File: config.mk
export PLATFORM = sky130hd
export DESIGN_NAME = ssc_ctrl
export DESIGN_NICKNAME = d
export VERILOG_FILES = /design/src/sv/ssc_pkg.sv /design/src/sv/ssc_ctrl.sv
export SDC_FILE = /design/constraint.sdc
export NUM_CORES = 1
export LEC_CHECK = 0
export ABC_AREA = 1
export BUFFER_PORTS_ARGS = -buffer_cell sky130_fd_sc_hd__buf_4
export CORE_UTILIZATION = 40
export DETAILED_ROUTE_END_ITERATION = 8
export HOLD_SLACK_MARGIN = 0.03
export PLACE_DENSITY = 0.79
export SYNTH_ARGS = -nofsm -noshare
export SYNTH_HDL_FRONTEND = slang
export SYNTH_SLANG_ARGS = --single-unit
export TNS_END_PERCENT = 1
File: constraint.sdc
create_clock -name clk -period 1.7 [get_ports clk]
set_input_delay 0.34 -clock clk [delete_from_list [all_inputs] [get_ports clk]]
set_output_delay 0.34 -clock clk [all_outputs]
set_load 0.02 [all_outputs]
File: src/sv/ssc_pkg.sv
// Shared types and constants for the split-screen text console.
// Used by ssc_ctrl, ssc_datapath and split_screen_text_console; no dependencies.
package ssc_pkg;

	localparam int SCREEN_COLS_DEF = 80;
	localparam int SCREEN_ROWS_DEF = 25;
	localparam int WINDOW_COLS_DEF = 39;
	localparam int WIN_N           = 4;

	localparam int COLF_W   = 7;
	localparam int ROWF_W   = 5;
	localparam int CFG_IDX_W = 3;
	localparam int DIGITS   = 10;

	localparam logic [7:0] CH_HBAR     = 8'd205;
	localparam logic [7:0] CH_VBAR     = 8'd186;
	localparam logic [7:0] DIV_ATTR    = 8'd7;
	localparam logic [7:0] CHAR_ZERO   = 8'd48;
	localparam logic [7:0] CHAR_HEX_BIAS = 8'd55;

	localparam logic [CFG_IDX_W-1:0] REG_WIN0 = 3'd0;
	localparam logic [CFG_IDX_W-1:0] REG_WIN1 = 3'd1;
	localparam logic [CFG_IDX_W-1:0] REG_WIN2 = 3'd2;
	localparam logic [CFG_IDX_W-1:0] REG_WIN3 = 3'd3;
	localparam logic [CFG_IDX_W-1:0] REG_DIV  = 3'd4;

	localparam logic [7:0] COLOR_RESET [WIN_N] = '{8'd13, 8'd4, 8'd2, 8'd6};

	typedef enum logic [2:0] {
		OP_PUT  = 3'd0,
		OP_NL   = 3'd1,
		OP_DEC  = 3'd2,
		OP_HEX  = 3'd3,
		OP_READ = 3'd4
	} op_t;

	typedef enum logic [3:0] {
		ST_CLEAR,
		ST_IDLE,
		ST_DISPATCH,
		ST_CONV,
		ST_SKIP,
		ST_PUT,
		ST_NL,
		ST_SETTLE,
		ST_SC_RD,
		ST_SC_WR,
		ST_BLANK,
		ST_READ,
		ST_DONE
	} state_t;

	typedef struct packed {
		logic [2:0]  operation;
		logic [1:0]  window;
		logic [7:0]  char_code;
		logic signed [31:0] number;
		logic [10:0] cell_index;
	} in_t;

	typedef struct packed {
		logic [15:0]       cell_data;
		logic [COLF_W-1:0] cursor_column;
		logic [ROWF_W-1:0] cursor_line;
	} out_t;

	typedef struct packed {
		logic clear;
		logic load;
		logic conv;
		logic skip;
		logic put;
		logic nl;
		logic settle;
		logic next_digit;
		logic sc_rd;
		logic sc_wr;
		logic blank;
		logic read;
		logic emit;
	} cmd_t;

	typedef struct packed {
		logic [2:0] op;
		logic       negative;
		logic       clear_last;
		logic       conv_last;
		logic       skip_stop;
		logic       need_scroll;
		logic       more_digits;
		logic       sc_last_copy;
		logic       blank_last;
		logic       out_free;
	} sts_t;

endpackage

File: src/sv/ssc_ctrl.sv
// Sequencer for the split-screen text console.
// Depends on ssc_pkg; drives ssc_datapath through cmd_t and watches sts_t.
module ssc_ctrl (
	input  logic          clk,
	input  logic          arst_n,
	input  logic          in_valid,
	output logic          in_ready,
	input  ssc_pkg::sts_t sts,
	output ssc_pkg::cmd_t cmd
);

	ssc_pkg::state_t state_q, state_d;

	always_ff @(posedge clk or negedge arst_n) begin
		if (!arst_n) begin
			state_q <= ssc_pkg::ST_CLEAR;
		end else begin
			state_q <= state_d;
		end
	end

	always_comb begin
		state_d = state_q;
		case (state_q)
			ssc_pkg::ST_CLEAR: begin
				if (sts.clear_last) state_d = ssc_pkg::ST_IDLE;
			end
			ssc_pkg::ST_IDLE: begin
				if (in_valid) state_d = ssc_pkg::ST_DISPATCH;
			end
			ssc_pkg::ST_DISPATCH: begin
				case (sts.op)
					ssc_pkg::OP_PUT:  state_d = ssc_pkg::ST_PUT;
					ssc_pkg::OP_NL:   state_d = ssc_pkg::ST_NL;
					ssc_pkg::OP_DEC:  state_d = sts.negative ? ssc_pkg::ST_DONE : ssc_pkg::ST_CONV;
					ssc_pkg::OP_HEX:  state_d = sts.negative ? ssc_pkg::ST_DONE : ssc_pkg::ST_SKIP;
					ssc_pkg::OP_READ: state_d = ssc_pkg::ST_READ;
					default:          state_d = ssc_pkg::ST_DONE;
				endcase
			end
			ssc_pkg::ST_CONV: begin
				if (sts.conv_last) state_d = ssc_pkg::ST_SKIP;
			end
			ssc_pkg::ST_SKIP: begin
				if (sts.skip_stop) state_d = ssc_pkg::ST_PUT;
			end
			ssc_pkg::ST_PUT:  state_d = ssc_pkg::ST_SETTLE;
			ssc_pkg::ST_NL:   state_d = ssc_pkg::ST_SETTLE;
			ssc_pkg::ST_SETTLE: begin
				if (sts.need_scroll)      state_d = ssc_pkg::ST_SC_RD;
				else if (sts.more_digits) state_d = ssc_pkg::ST_PUT;
				else                      state_d = ssc_pkg::ST_DONE;
			end
			ssc_pkg::ST_SC_RD: state_d = ssc_pkg::ST_SC_WR;
			ssc_pkg::ST_SC_WR: begin
				state_d = sts.sc_last_copy ? ssc_pkg::ST_BLANK : ssc_pkg::ST_SC_RD;
			end
			ssc_pkg::ST_BLANK: begin
				if (sts.blank_last)
					state_d = sts.more_digits ? ssc_pkg::ST_PUT : ssc_pkg::ST_DONE;
			end
			ssc_pkg::ST_READ: state_d = ssc_pkg::ST_DONE;
			ssc_pkg::ST_DONE: begin
				if (sts.out_free) state_d = ssc_pkg::ST_IDLE;
			end
			default: state_d = ssc_pkg::ST_CLEAR;
		endcase
	end

	always_comb begin
		cmd      = '0;
		in_ready = 1'b0;
		case (state_q)
			ssc_pkg::ST_CLEAR: cmd.clear = 1'b1;
			ssc_pkg::ST_IDLE: begin
				in_ready = 1'b1;
				cmd.load = in_valid;
			end
			ssc_pkg::ST_CONV:  cmd.conv = 1'b1;
			ssc_pkg::ST_SKIP:  cmd.skip = !sts.skip_stop;
			ssc_pkg::ST_PUT:   cmd.put = 1'b1;
			ssc_pkg::ST_NL:    cmd.nl = 1'b1;
			ssc_pkg::ST_SETTLE: begin
				cmd.settle     = 1'b1;
				cmd.next_digit = !sts.need_scroll && sts.more_digits;
			end
			ssc_pkg::ST_SC_RD: cmd.sc_rd = 1'b1;
			ssc_pkg::ST_SC_WR: cmd.sc_wr = 1'b1;
			ssc_pkg::ST_BLANK: begin
				cmd.blank      = 1'b1;
				cmd.next_digit = sts.blank_last && sts.more_digits;
			end
			ssc_pkg::ST_READ:  cmd.read = 1'b1;
			ssc_pkg::ST_DONE:  cmd.emit = sts.out_free;
			default: ;
		endcase
	end

endmodule

==> out/qor.yml, run 1 <==
global_route:
  antenna_found_initial: 0
  grt_pass1_vias: 643
  grt_use_total_pct: 24.4
  grt-ovfl-total: 0
  grt_max_degree: 8
  grt_pass1_wl_um: 2540
cts:
  cts_buffers: 3
  clock_path_buffers: 2
  clkTransAtPathRegs_ns: 0.04
  htreeDepth: 1
  clkSinkCount: 4
  cts_tree: "built"
  cts_root_buf: "clkbuf_4"
  worst_skew_pair.late_latency_ns: 0.23
finish:
  num_antenna_cells: 0
  seqCellArea_um2: 103
  finish.utilization_pct: 70.3
  nets: 165
  multi_input_comb_area_um2: 393
  largest-register: "state_q"
  top_regs: "state_q (4)"
  drive_above_1_share_pct: 44.6
  area_delta_synth_final_pct: 61.7
  largest_reg_flops: 4
  nFillCells: 118
  final_cell_mix: "nand2_1 (34), buf_4 (34), inv_1 (17), nor2_1 (11), inv_2 (10)"
power_and_ir_drop:
  p_clk_share_pct: 8.5
  combPwrFrac_pct: 74.8
  p_leak_nw: 0.586
  seqPwrFrac_pct: 16.7
  power.switching_uw: 708
  vdd_drop_max_mv: 0.849
  internal_power_uw: 615
  power.density_nw_per_um2: 1450
  p_sw_share_pct: 53.5
  power.total_mw: 1.32
drt:
  drc: 0
  finalWirelength_um: 1680
  via_count: 767
  wl_per_cell_um: 10.3
  drt_iter0_drc: 32
  ant_nets: 0
  dr.pass1.iters: 4
  viasPerCell: 4.71
logic_synthesis:
  netlist_area_um2: 566
  synth_area_per_cell_um2: 5.19
  synth_seq_cells: 4
  ys_seq_area_share_pct: 17.7
  synth_cell_type_count: 15
  syn_nets: 124
  netlist_instances: 109
  yosysWarningCount: 0
place:
  gp_congestion: 0.860
  dp_hpwl_um: 1180
  numPortBuffers: 28
sta:
  fin_crit_sh_pct: 99.4
  finalSetupViolations: 0
  fin_crit_ns: 1.69
  clock.fmax_ghz: 0.592
  fin_skew_ns: 0.000333
  worst_pin_slew_ns: 0.250
  hold_viol_final: 0
  grt_setup_unrepaired: "yes"
  max_slew_margin_pct: 83.3
  slew_violations: 0
setup_path:
  crit_required_ns: 1.36
  end_kind: "output pin"
  rr_worst_depth: 9
  crit_path_start_kind: "flip-flop"
  worst_ep_arrival_time_ns: 1.35
  r2r_slack_ns: 0.34
  critPathMaxFanout: 5
  timing.rr.start: "state_q[3]"
  rr_endpoint: "state_q[3]"
  path_class: "flip-flop to output pin"
die:
  core_area_um2: 1300
  start_util_pct: 43.5
  die_h_um: 39.6
  die_x_um: 39.6
  die-area_um2: 1570
  io_pins: 29
  rows: 13
run_status:
  status: "finished clean"
job:
  maxCapViolCount: 0
worst_hold_path:
  hold_path.class: "primary input to asynchronous set/reset pin"
-- cells in the mapped netlist, drive strengths merged --
cell   count  area [um^2]
nand2     43          181
inv       27          101
nor2      16         80.1
nand3      9         50.1
dfrtp      4          100
a21oi      3         15.0
o21ai      3         15.0
nand4      2         12.5
nor3       2         10.0
-- cell families (layout without fill, tap and decap cells) --
| logic type | after synthesis | count (layout) | share of synthesized area (%) |
|---|---|---|---|
| compound gates | 6 | 6 | 5.31 |
| buf+inv | 27 | 66 | 17.9 |
| flops | 4 | 4 | 17.7 |
| simple gates | 72 | 72 | 59.1 |
-- power groups by stage --
stage	logic, mW	clock network, mW	registers (mW)
after floorplan	0.605	0	0.190
after global placement	0.862	0	0.199
after detailed placement	0.870	0	0.200
after CTS	0.926	0.118	0.207
after global routing	1.10	0.118	0.227
final	0.990	0.113	0.221
-- routing by layer --
layer	up-vias	GRT usage, %	share of wire, %
li1	403	-	-
met2	26	40.2	53
met4	0	14.7	0
met3	0	5.68	6.4
met1	338	28.0	40
met5	-	0	0
-- worst max-delay path by stage --
stage               start     end  slack, ns  depth (start not counted)
5_1_grt        state_q[3]  cmd[5]      -0.07                          8
6_report       state_q[2]  cmd[5]       0.01                          8
3_3_place_gp   state_q[2]  cmd[5]       0.17                          8
4_1_cts        state_q[3]  cmd[5]       0.01                          6
3_5_place_dp   state_q[2]  cmd[5]       0.15                          8
2_1_floorplan  state_q[3]  cmd[5]       0.02                          7
-- metrics by stage --
| stage | hold slack (ns) | setup slack (ns) | TNS, ns | cell area [um^2] | std cells |
|---|---|---|---|---|---|
| floorplan | 0.0444 | 0.0167 | 0 | 566 | 109 |
| global placement | 0.136 | 0.167 | 0 | 802 | 153 |
| detailed placement | 0.137 | 0.148 | 0 | 802 | 153 |
| CTS | 0.437 | 0.0133 | 0 | 880 | 161 |
| global route | 0.457 | -0.0692 | -0.137 | 915 | 163 |
| finish | 0.445 | 0.0100 | 0 | 915 | 163 |
-- timing repair --
action,4_1_cts,5_1_grt
buffers inserted,4,2
endpoints found under the hold margin,4,0
endpoints found under the setup margin,1,2
pin swaps,2,0
hold buffers,1,0
gates resized for setup,7,6
-- worst max-delay path, cell delays in order (launching register included) --
cell	delay [ns]
dfrtp_2	0.45
inv_2	0.10
nand2_4	0.07
nor2_4	0.11
nand2_2	0.07
nand2_2	0.06
inv_2	0.04
a21oi_2	0.09
buf_4	0.15
-- cell type report --
type	count	share of cell area (%)
clock buffers	3	2.46
inverters	27	11.1
multi-input cells	78	43.0
flip-flops and latches	4	11.2
well taps	15	2.05
repair buffers	36	30.2
(Power assumes the default switching activity.)
==> inputs of run 2 (changes only) <==
--- a/config.mk
+++ b/config.mk
@@ -7,10 +7,12 @@
 export LEC_CHECK = 0
 export ABC_AREA = 1
 export BUFFER_PORTS_ARGS = -buffer_cell sky130_fd_sc_hd__buf_4
-export CORE_UTILIZATION = 40
+export CELL_PAD_IN_SITES_DETAIL_PLACEMENT = 0
+export CELL_PAD_IN_SITES_GLOBAL_PLACEMENT = 1
+export CORE_UTILIZATION = 29
 export DETAILED_ROUTE_END_ITERATION = 8
 export HOLD_SLACK_MARGIN = 0.03
-export PLACE_DENSITY = 0.79
+export PLACE_DENSITY = 0.89
 export SYNTH_ARGS = -nofsm -noshare
 export SYNTH_HDL_FRONTEND = slang
 export SYNTH_SLANG_ARGS = --single-unit
==> run 2 against run 1 <==
The run now ends with negative setup slack left. Clock-buffer cell count stayed put. Clock skew is 0.0032 ns higher. Critical path depth stayed put. Total power is 4.6% lower. First-iteration DRC count is 69% lower. Critical path type unchanged.
==> out/qor.yml, run 2 (same netlist as run 1, synthesis figures left out) <==
cts:
  cts_tree: "built"
  cts_root_buf: "clkbuf_4"
  cts_buffers: 3
  clkSinkCount: 4
  clock_path_buffers: 2
  htreeDepth: 1
  worst_skew_pair.late_latency_ns: 0.24
  clkTransAtPathRegs_ns: 0.04
finish:
  top_regs: "state_q (4)"
  nFillCells: 198
  num_antenna_cells: 0
  area_delta_synth_final_pct: 58.2
  stdcell_count: 170
  final_common_cell: "nand2_1"
  drive_above_1_share_pct: 41.4
  nets: 162
  largest_reg_flops: 4
  final_cell_mix: "nand2_1 (36), buf_4 (32), inv_1 (18), nor2_1 (10), inv_2 (9)"
  finalInstanceArea_um2: 895
  largest-register: "state_q"
sta:
  fin_skew_ns: 0.00351
  worst_pin_slew_ns: 0.251
  finalSetupTns_ns: -0.0231
  clock.fmax_ghz: 0.580
  fin_crit_ns: 1.72
  fin_crit_sh_pct: 101
  grt_setup_unrepaired: "yes"
  max_slew_margin_pct: 83.2
  layout_setup_ws_ns: -0.0231
  slew_violations: 0
  hold_viol_final: 0
  finalSetupViolations: 1
  holdWs_ns: 0.430
drt:
  ant_nets: 0
  drc: 0
  wl_per_cell_um: 9.17
  finalWirelength_um: 1560
  dr.pass1.iters: 4
  viasPerCell: 4.40
  via_count: 748
  drt_iter0_drc: 10
place:
  dp.cells: 162
  gp_congestion: 0.779
  numPortBuffers: 28
  dp_hpwl_um: 1250
  postPlaceCellArea_um2: 807
die:
  die_x_um: 46.2
  die_h_um: 46.2
  die-area_um2: 2130
  rows: 15
  io_pins: 29
  start_util_pct: 31.7
  core_area_um2: 1780
worst_hold_path:
  min_path_cells: 5
  hold_path.class: "primary input to flip-flop"
global_route:
  grt_pass1_wl_um: 2440
  grt_pass1_vias: 639
  grt_max_degree: 8
  grt_use_total_pct: 15.7
  grt-ovfl-total: 0
  antenna_found_initial: 0
setup_path:
  path_class: "flip-flop to output pin"
  crit_required_ns: 1.36
  worst_ep_arrival_time_ns: 1.38
  crit_path_start_kind: "flip-flop"
  critPathMaxFanout: 4
  end_kind: "output pin"
  r2r_slack_ns: 0.37
  rr_worst_depth: 9
power_and_ir_drop:
  vdd_drop_max_mv: 0.635
  p_leak_nw: 0.576
  power.density_nw_per_um2: 1410
job:
  maxCapViolCount: 0
run_status:
  status: "finished with violations"
  violations: "negative setup slack"
==> run 2: power breakdown <==
part	total, mW	switching [mW]	internal (mW)
Clock	0.119	0.0402	0.0791
Combinational	0.924	0.577	0.347
Sequential	0.219	0.0718	0.147
==> run 2: final cells by class <==
cell class	instances	area [um^2]	share of cell area (%)
Inverter	27	101	11.3
Timing Repair Buffer	33	250	28.0
Tap cell	25	31.3	3.50
Multi-Input combinational cell	78	387	43.2
Clock buffer	3	22.5	2.52
Sequential cell	4	103	11.5
==> run 2: final timing paths <==
path                       startpoint    endpoint
setup / recovery           state_q[3]      cmd[5]
hold / removal                 sts[2]  state_q[1]
setup reg to reg           state_q[3]  state_q[0]
hold reg to reg            state_q[2]  state_q[2]
max in group asynchronous      arst_n  state_q[2]
min in group asynchronous      arst_n  state_q[0]
==> run 2: critical path: stages, from the launching register on <==
cell and delay (ns):
dfrtp_1 0.41, inv_2 0.09, nand2_2 0.10, nor2_4 0.13
nand2_1 0.06, nand2_1 0.07, inv_2 0.04, a21oi_1 0.11
buf_4 0.15
==> run 2: what timing repair did <==
action / in CTS / in global routing
endpoints found under the setup margin: 5 / 6
hold endpoints to repair: 4 / 0
buffers inserted: 3 / 1
resized for setup: 4 / 5
pin swaps: 2 / 0
hold buffers: 1 / 0
==> run 2: per-stage QoR <==
stage          power, mW  utilization, %  setup WS [ns]
3_5_place_dp        1.05            45.3          0.138
4_1_cts             1.22            48.8        -0.0515
3_3_place_gp        1.05            45.3          0.138
2_1_floorplan      0.795               -         0.0167
6_report            1.26            50.2        -0.0231
5_1_grt             1.38            50.2         -0.106
==> run 2: layer usage <==
layer / track usage, % / wire length, um
met1: 19.1 / 738
met2: 27.6 / 729
met3: 4.71 / 92
met4: 1.76 / 0
met5: 0 / 0
==> inputs of run 3 (changes only) <==
--- a/config.mk
+++ b/config.mk
@@ -9,10 +9,11 @@
 export BUFFER_PORTS_ARGS = -buffer_cell sky130_fd_sc_hd__buf_4
 export CELL_PAD_IN_SITES_DETAIL_PLACEMENT = 0
 export CELL_PAD_IN_SITES_GLOBAL_PLACEMENT = 1
-export CORE_UTILIZATION = 29
+export CORE_UTILIZATION = 24
 export DETAILED_ROUTE_END_ITERATION = 8
 export HOLD_SLACK_MARGIN = 0.03
-export PLACE_DENSITY = 0.89
+export PLACE_DENSITY = 0.8
+export RECOVER_POWER = 25
 export SYNTH_ARGS = -nofsm -noshare
 export SYNTH_HDL_FRONTEND = slang
 export SYNTH_SLANG_ARGS = --single-unit
==> constraint.sdc (replaced) <==
create_clock -name clk -period 1.5 [get_ports clk]
set_input_delay 0.3 -clock clk [delete_from_list [all_inputs] [get_ports clk]]
set_output_delay 0.3 -clock clk [all_outputs]
set_load 0.02 [all_outputs]
==> run 3 against run 2 <==
Setup slack lost 0.095 ns. Final cell count is 5.9% higher. Die area increased by 20%. Sequential power up 25%. Clock skew down 0.0034 ns. Combinational power grew 40%. Non-clock buffer count increased by 7. The run still ends with negative setup slack left. Hold slack lost 0.021 ns. Sequential cell count did not move. Register-to-register slack worse by 0.22 ns.
==> out/qor.yml, run 3 (same netlist as run 1, synthesis figures left out) <==
die:
  core_area_um2: 2210
  die_h_um: 50.5
  die_x_um: 50.5
  rows: 17
  die-area_um2: 2550
  io_pins: 29
  start_util_pct: 25.6
finish:
  num_antenna_cells: 0
  largest-register: "state_q"
  finish.utilization_pct: 46.0
  final_common_cell: "nand2_1"
  area_delta_synth_final_pct: 79.9
  top_regs: "state_q (4)"
  final_cell_mix: "nand2_1 (34), buf_4 (30), inv_2 (13), inv_1 (13)"
  largest_reg_flops: 4
  nets: 169
  drive_above_1_share_pct: 52.0
setup_path:
  cpMaxStageDelayCell: "dfrtp_1"
  end_kind: "output pin"
  crit_required_ns: 1.20
  cpPeakStageDelay_ns: 0.42
  r2r_slack_ns: 0.15
  cp_num_buf_inv: 3
  cp_cell_sequence: "inv_2 > nand2_4 > nor2_4 > nand2_1 > nand2_1 > inv_2 > a21oi_2 > buf_4"
  crit_path_start_kind: "flip-flop"
  critPathMaxFanout: 4
  crit_family: "flip-flops"
  worst_ep_arrival_time_ns: 1.32
  path_class: "flip-flop to output pin"
power_and_ir_drop:
  power.total_mw: 1.69
  power.density_nw_per_um2: 1660
  p_leak_nw: 0.602
  vdd_drop_max_mv: 0.906
place:
  place_ws_ns: 0.0266
  gp_congestion: 0.811
  numPortBuffers: 28
  dp_hpwl_um: 1310
global_route:
  grt_pass1_wl_um: 2930
  antenna_found_initial: 0
  use_met3_pct: 0.606
  gr-usage-met1_pct: 18.1
  grt_use_total_pct: 14.9
  grt_use_met2_pct: 27.1
  grt-ovfl-total: 0
  grt_max_degree: 8
  busiest_layer: "met2"
  grt_pass1_vias: 761
drt:
  ant_nets: 0
  via_count: 762
  viasPerCell: 4.23
  finalWirelength_um: 1670
  dr.pass1.iters: 3
  drc: 0
  drt_iter0_drc: 10
  wl_per_cell_um: 9.26
run_status:
  status: "finished with violations"
  violations: "negative setup slack"
sta:
  clock.fmax_ghz: 0.618
  fin_skew_ns: 0.000151
  max_slew_margin_pct: 84.7
  grt_setup_unrepaired: "yes"
  fin_crit_ns: 1.62
  finalSetupTns_ns: -0.546
  hold_viol_final: 0
  finalSetupViolations: 10
  holdWs_ns: 0.409
  fin_crit_sh_pct: 108
  worst_pin_slew_ns: 0.229
  layout_setup_ws_ns: -0.118
  slew_violations: 0
cts:
  clkSinkCount: 4
  cts_tree: "built"
  cts_root_buf: "clkbuf_4"
  clock_path_buffers: 2
  worst_skew_pair.late_latency_ns: 0.23
  clkTransAtPathRegs_ns: 0.04
  htreeDepth: 1
  cts_buffers: 3
worst_hold_path:
  hold_path.class: "primary input to flip-flop"
job:
  maxCapViolCount: 0
[run 3: cell count changes in the layout (fill, tap and decap cells not counted), sizes merged]
| cell | before | now |
|---|---|---|
| buf | 32 | 38 |
| clkbuf | 3 | 4 |
[run 3: worst reg2reg max path, delay by kind of cell, from the launching register on]
kind / cells / cell delay, ns
buf+inv: 3 / 0.27
flops: 1 / 0.48
simple gates: 7 / 0.54
[run 3: final timing paths]
check / from / to / cells after the start
worst max-delay path: state_q[3] / cmd[5] / 8
worst min-delay path: sts[2] / state_q[1] / 5
worst max register to register: state_q[1] / state_q[2] / 10
worst min register to register: state_q[2] / state_q[2] / 2
max in group asynchronous: arst_n / state_q[0] / 2
min in group asynchronous: arst_n / state_q[3] / 2
[run 3: metrics by stage]
stage | cells | cell area (um^2)
2_1_floorplan | 109 | 574
4_1_cts | 180 | 975
3_5_place_dp | 168 | 842
6_report | 180 | 1020
5_1_grt | 180 | 1020
3_3_place_gp | 168 | 842
[run 3: layout make-up]
type,count,area [um^2]
fill,235,1190
multi-input combinational,78,423
timing repair buffer,40,329
sequential,4,104
inverter,27,104
tap,28,35.0
clock buffer,3,22.5
[run 3: where the power goes]
| group | internal [mW] | switching (mW) |
|---|---|---|
| registers | 0.169 | 0.105 |
| logic | 0.554 | 0.732 |
| clock network | 0.0893 | 0.0410 |
[run 3: what timing repair did]
action,in CTS,in global routing
gates cloned,0,0
hold buffers,1,0
hold endpoints to repair,4,0
pin swaps,2,1
buffers inserted,8,0
endpoints found under the setup margin,13,14
resized for setup,17,15
[run 3: routing by layer]
layer  part of all wire (%)  vias to the layer above
met5                      0                        -
met2                     52                       12
met1                     44                      338
li1                       -                      412
met3                    3.7                        0
met4                      0                        0
